<file path="src/hdl/assert_macros.svh">
// Assertion macros for the load address predictor.
// Included by modules that carry concurrent assertions; needs i_clk and i_rst_n in scope.
`ifndef ASSERT_MACROS_SVH
`define ASSERT_MACROS_SVH
`ifndef SYNTHESIS
`define LAP_ASSERT(label, prop, msg) \
    label: assert property (@(posedge i_clk) disable iff (!i_rst_n) prop) else $error(msg);
`define LAP_ASSERT_IMPL(label, ante, cons, msg) \
    `LAP_ASSERT(label, (ante) |-> (cons), msg)
`else
`define LAP_ASSERT(label, prop, msg)
`define LAP_ASSERT_IMPL(label, ante, cons, msg)
`endif
`endif

</file>
<file path="src/hdl/lap_pkg.sv">
// Types, constants and codes shared by the load address predictor.
// No dependencies.
package lap_pkg;

    localparam int TABLE_ENTRIES   = 1024;
    localparam int IDX_W           = $clog2(TABLE_ENTRIES);
    localparam int HIST_W          = 32;
    localparam int TAG_W           = 16;
    localparam int ADDR_W          = 64;
    localparam int CONF_W          = 3;
    localparam int PROB_W          = 16;
    localparam int NUM_PROB_LEVELS = 6;
    localparam int CFG_IDX_W       = 3;
    localparam int CFG_DATA_W      = 16;

    typedef enum logic [1:0] {
        FUNC_HIST  = 2'd0,
        FUNC_TRAIN = 2'd1,
        FUNC_PRED  = 2'd2,
        FUNC_NOP   = 2'd3
    } t_func;

    typedef enum logic [CFG_IDX_W-1:0] {
        CFG_KEY_MASK = 3'd0,
        CFG_CONF_THR = 3'd1,
        CFG_PROB0    = 3'd2,
        CFG_PROB1    = 3'd3,
        CFG_PROB2    = 3'd4,
        CFG_PROB3    = 3'd5,
        CFG_PROB4    = 3'd6,
        CFG_PROB5    = 3'd7
    } t_cfg_idx;

    typedef enum logic [1:0] {
        ST_CLEAR,
        ST_IDLE,
        ST_EXEC
    } t_state;

    typedef struct packed {
        t_func              func;
        logic [63:0]        pc;
        logic [ADDR_W-1:0]  actual_addr;
        logic [15:0]        random_value;
    } t_in_item;

    typedef struct packed {
        logic               tag_hit;
        logic               confident;
        logic [ADDR_W-1:0]  predicted_addr;
    } t_out_item;

    typedef struct packed {
        logic [TAG_W-1:0]   tag;
        logic [ADDR_W-1:0]  addr;
        logic [CONF_W-1:0]  conf;
    } t_entry;

    localparam int ENTRY_W = $bits(t_entry);

    typedef struct packed {
        logic [TAG_W-1:0]                         key_mask;
        logic [CONF_W-1:0]                        conf_thr;
        logic [NUM_PROB_LEVELS-1:0][PROB_W-1:0]   prob;
    } t_cfg;

    typedef struct packed {
        logic   we;
        t_entry entry;
    } t_wb;

endpackage

</file>
<file path="src/hdl/lap_entry_update.sv">
// Entry modify step: train update and predict verdict for one table entry.
// Depends on lap_pkg.
module lap_entry_update (
    input  lap_pkg::t_entry              i_entry,
    input  lap_pkg::t_func               i_func,
    input  logic [lap_pkg::TAG_W-1:0]    i_tag,
    input  logic [lap_pkg::ADDR_W-1:0]   i_actual_addr,
    input  logic [15:0]                  i_random_value,
    input  lap_pkg::t_cfg                i_cfg,
    output lap_pkg::t_wb                 o_wb,
    output lap_pkg::t_out_item           o_result
);

    logic                        hit;
    logic                        prob_ok;
    logic [lap_pkg::PROB_W-1:0]  prob_sel;

    assign hit = (i_entry.tag == i_tag);

    always_comb begin
        prob_sel = '0;
        if (i_entry.conf < lap_pkg::CONF_W'(lap_pkg::NUM_PROB_LEVELS)) begin
            prob_sel = i_cfg.prob[i_entry.conf];
        end
    end

    assign prob_ok = (i_entry.conf < i_cfg.conf_thr)
                   && (i_entry.conf < lap_pkg::CONF_W'(lap_pkg::NUM_PROB_LEVELS))
                   && (i_random_value <= prob_sel);

    always_comb begin
        o_wb.we    = (i_func == lap_pkg::FUNC_TRAIN);
        o_wb.entry = i_entry;
        if (hit && (i_entry.addr == i_actual_addr)) begin
            if (prob_ok) begin
                o_wb.entry.conf = i_entry.conf + 1'b1;
            end
        end else if (hit && (i_entry.conf != '0)) begin
            o_wb.entry.conf = i_entry.conf - 1'b1;
        end else begin
            o_wb.entry.tag  = i_tag;
            o_wb.entry.addr = i_actual_addr;
            o_wb.entry.conf = '0;
        end
    end

    assign o_result.tag_hit        = hit;
    assign o_result.confident      = hit && (i_entry.conf >= i_cfg.conf_thr);
    assign o_result.predicted_addr = hit ? i_entry.addr : '0;

endmodule

</file>
<file path="config.mk">
export PLATFORM = sky130hd
export DESIGN_NAME = lap_entry_update
export DESIGN_NICKNAME = d
export VERILOG_FILES = /design/src/hdl/assert_macros.svh /design/src/hdl/lap_pkg.sv /design/src/hdl/lap_entry_update.sv
export SDC_FILE = /design/constraint.sdc
export NUM_CORES = 1
export LEC_CHECK = 0
export ABC_AREA = 1
export ABC_CLOCK_PERIOD_IN_PS = 3130
export BUFFER_PORTS_ARGS = -buffer_cell sky130_fd_sc_hd__buf_4
export CAP_MARGIN = 30
export CORE_AREA = 10 10 165 167
export DETAILED_ROUTE_END_ITERATION = 10
export DIE_AREA = 0 0 175 177
export MAX_ROUTING_LAYER = met4
export SYNTH_ARGS = -nofsm -noshare
export SYNTH_HDL_FRONTEND = slang
export SYNTH_SLANG_ARGS = --single-unit
export TNS_END_PERCENT = 30
</file>
<file path="constraint.sdc">
create_clock -name vclk -period 3.13
set_input_delay 0.313 -clock vclk [all_inputs]
set_output_delay 0.313 -clock vclk [all_outputs]
set_load 0.005 [all_outputs]
</file>
# Word-level counts from Yosys, hierarchy flattened
# Index checks and enable logic that the tools add are counted.
totals:
  input_bits: 296
  output_inout_bits: 150
  regBits: 0
  word_cells: 25
op_classes:
  eq_ne: 3
  magnitude_cmp: 5
  n_reduce_logical: 6
  add_sub_neg: 2
  mux: 9
ops:
  columns: ["cell", "n"]
  rows:
  - ["80-bit 2-to-1 mux", 2]
  - ["64-bit == test", 1]
  - ["64-bit 2-to-1 mux", 1]
  - ["16-bit binary-select mux with 3-bit select", 1]
  - ["16-bit 2-to-1 mux", 2]
  - ["16-bit == test", 1]
  - ["16-bit <= comparator", 1]
  - ["3-bit 2-to-1 mux", 3]
  - ["1-bit logical AND", 5]
  - ["3-bit by 4-bit < comparator with 1-bit output (second input constant)", 1]
  - ["3-bit by 1-bit adder with 3-bit output (second input constant)", 1]
  - ["3-bit greater-or-equal comparator", 1]
  - ["3-bit < comparator", 1]
  - ["3-bit < comparator (second input constant)", 1]
  - ["3-bit nonzero test", 1]
  - ["3-bit by 1-bit subtractor with 3-bit output (second input constant)", 1]
  - ["2-bit by 1-bit == test with 1-bit output (second input constant)", 1]

# Longest topological paths before layout
depth:
  ltp_word: 7
  ltp_mapped: 22

# Worst setup path before layout
# No wires, ideal clock.
synth_timing:
  path_kind: "input -> output"
  start: "input port i_entry[1] in the netlist's numbering"
  end: "output port o_wb[0] in the netlist's numbering"
  arrival_ns: 2.235
  path_stages: 17
  slack_ns: 0.582
  path_buffers: 2
  cell_sequence: "inv_1 > clkbuf_1 > clkbuf_1 > o21ai_0 > o22ai_1 > a21oi_1 > ha_1 > nand4_1 > nor3_1 > nand2_1 > nand2_1 > nand2_1 > nand2_1 > nand2_1 > nand2_1 > nand2_1 > nand2_1"
synth_lines:
  columns: ["item", "line_no", "text"]
  rows:
  - ["start: declaration", "lap_entry_update.sv:4", "input lap_pkg::t_entry i_entry,"]
  - ["end: declaration", "lap_entry_update.sv:10", "output lap_pkg::t_wb o_wb,"]

==> results.md <==
- Post-Place Worst Slack: 0.149 ns
- Slew headroom: 48.6%
- Drt wl/cell: between 15 and 20 um
- Core area: ~24000 um2
- Hold-fix buffers, CTS: 0
- Library cells used by synthesis: 29
- Filler cells: 2674
- Synth warn: 0
- Syn_nets: 1155
- Power Density: 122 nW/um2
- IR drop worst, VDD: a little under 70 uV
- Area of the mapped netlist: 4420 um2
- Final setup vio count: 0
- Final Critical Period: 2.89 ns
- Inst Count DP: 1550
- Worst Setup Path Type: in2out
- Hold Worst Slack: ~0.81 ns
- Post-DRT Antenna Nets: 0
- WL met2: ~15000 um
- Overall Global Routing Usage: roughly 17%
- 1st-iter DRT viols: 334
- Total Routed Length: 28500 um
- Die Y-Extent: between 150 and 200 um
- Leak: 0.00439 uW
- Final-report max-slew violation count: 0
- Synth top area cells: nor2_1 17%, nand2_1 16%, o21ai_2 13%
- Cells after synthesis: 837
- Worst-margin pin slew: 0.771 ns
- First-pass GRT wire length: between 40000 and 50000 um
- Vias in the first global route: 6887
- Met3 wire length: 2380 um
- Multi-input gate area: about 3700 um2
- Total Power: 974 uW
- Area Overhead vs Synth: 80.2%
- Net count, final: 1546
- Grt ovf: 0
- Drt drc: 0
- Top cell type's share of synthesized area: roughly 17%
- Die area: about 31000 um2
- CP required: 2.82 ns
- Status: finished, final reports clean
- Clock buffer count: 0
- Max-cap violation count: 0
- CP Capture Type: output pin
- DR vias/cell: 4.30
- Seq cells: 0
- Tcrit/Tclk final: 92.2%
- Layout Cells excl Fill: 1551
- Initial antenna violation count: 1
- Vias: roughly 6700
- GP Congestion: 0.890
- DP HPWL: 25600 um
- Area leader, netlist: nor2_1
- Highest routed layer: met4
- Worst Path Max Fanout: 7
- Die width: 175 um
- Crit path arrival time: 2.57 ns
- Worst setup margin: 0.245 ns
- Metal-1 WL: 11000 um
- Core Rows: 57
- Worst hold path type: in2out
- Syn_area_per_cell: 5.28 um2
- Leading cell types in the layout, fill and taps excluded: 437 x buf_4, 203 x nor2_1, 185 x nand2_1
- Layout cell share with drive strength beyond 1: 42.3%
- Setup_tns: 0 ns
- IO Count: around 450
- Commonest non-fill, non-tap cell in the layout: buf_4
- Fmax: 347 MHz
- Reg area: 0 um2
- Port Buf Inserts: 430
- RSZ-0062 raised after global routing: true
- Startpoint Class: input port
- Seq/Total Area, Yosys: 0%
- Pin count of the biggest net entering global routing: 65
- TritonRoute pass-1 iters: 5
- Final-report hold violation count: 0
- Initial Utilization: 18.4%
-- report_power, final --
part / switching [uW] / internal (uW) / total, uW
sequential: 0 / 0 / 0
combinational: 474 / 500 / 974
clock: 0 / 0.0000427 / 0.0000427
-- what timing repair did --
action,in CTS,in global routing
setup endpoints to repair,0,3
endpoints found under the hold margin,0,0
resized for setup,0,7
setup buffers,0,0
-- metrics by stage --
stage	util, %	instance area (um2)
2_1_floorplan	-	4420
3_3_place_gp	33.1	7930
5_1_grt	33.2	7960
3_5_place_dp	33.1	7930
4_1_cts	33.1	7930
6_report	33.2	7960
-- worst max-delay path, stage by stage --
cell and delay, ns:
buf_4 0.12, inv_1 0.11, buf_4 0.16, o21ai_0 0.10, o22ai_1 0.30, a21oi_1 0.14
ha_1 0.31, a21oi_1 0.13, nor2_1 0.05, nor2_1 0.08, nand2_1 0.06, nand2_1 0.05
nand2_1 0.04, nand2_1 0.14, nand2_1 0.09, nand2_1 0.06, nand3_1 0.07, nand2_1 0.13
buf_4 0.13
-- metal layers --
metal | vias to the layer above | global-route usage (%)
met2 | 316 | 32.6
li1 | 3399 | -
met1 | 2927 | 18.5
met4 | 0 | 1.91
met3 | 20 | 4.72
met5 | - | -
-- worst paths after layout --
kind,start,endpoint,slack (ns),depth (start not counted)
setup / recovery,i_entry[1],o_wb[1],0.24,19
hold / removal,i_tag[2],o_wb[69],0.81,2
-- cell usage after synthesis --
library cell,n
a21o_1,1
a21oi_1,22
a31oi_1,2
and2_1,2
buf_2,6
buf_4,1
buf_6,14
clkbuf_1,35
clkinv_1,1
ha_1,22
inv_1,99
inv_2,1
nand2_1,185
nand2_2,1
nand2b_1,1
nand3_1,11
nand4_1,9
nor2_1,203
nor2_4,1
nor3_1,1
nor4_1,15
o211ai_1,1
o21ai_0,36
o21ai_2,64
o22ai_1,16
o31ai_1,1
or2_2,1
xnor2_1,44
xor2_1,41
-- layout make-up --
type                            count  share of cell area [%]
Antenna cell                        1                  0.0314
Inverter                          101                    4.81
Multi-Input combinational cell    680                    47.1
Tap cell                          324                    5.09
Timing Repair Buffer              445                    43.0
-- kinds of logic (layout without fill, tap and decap cells) --
family	Yosys count	after routing	synth area share (%)
AOI/OAI and AO/OA	143	143	22.3
xor gates and xnor gates	85	85	16.8
adders and majority gates	22	22	6.23
buffers and inverters	157	546	16.0
other	0	1	0
and+or+nand+nor	430	430	38.7
No activity file was read; power rests on OpenSTA's default activity.
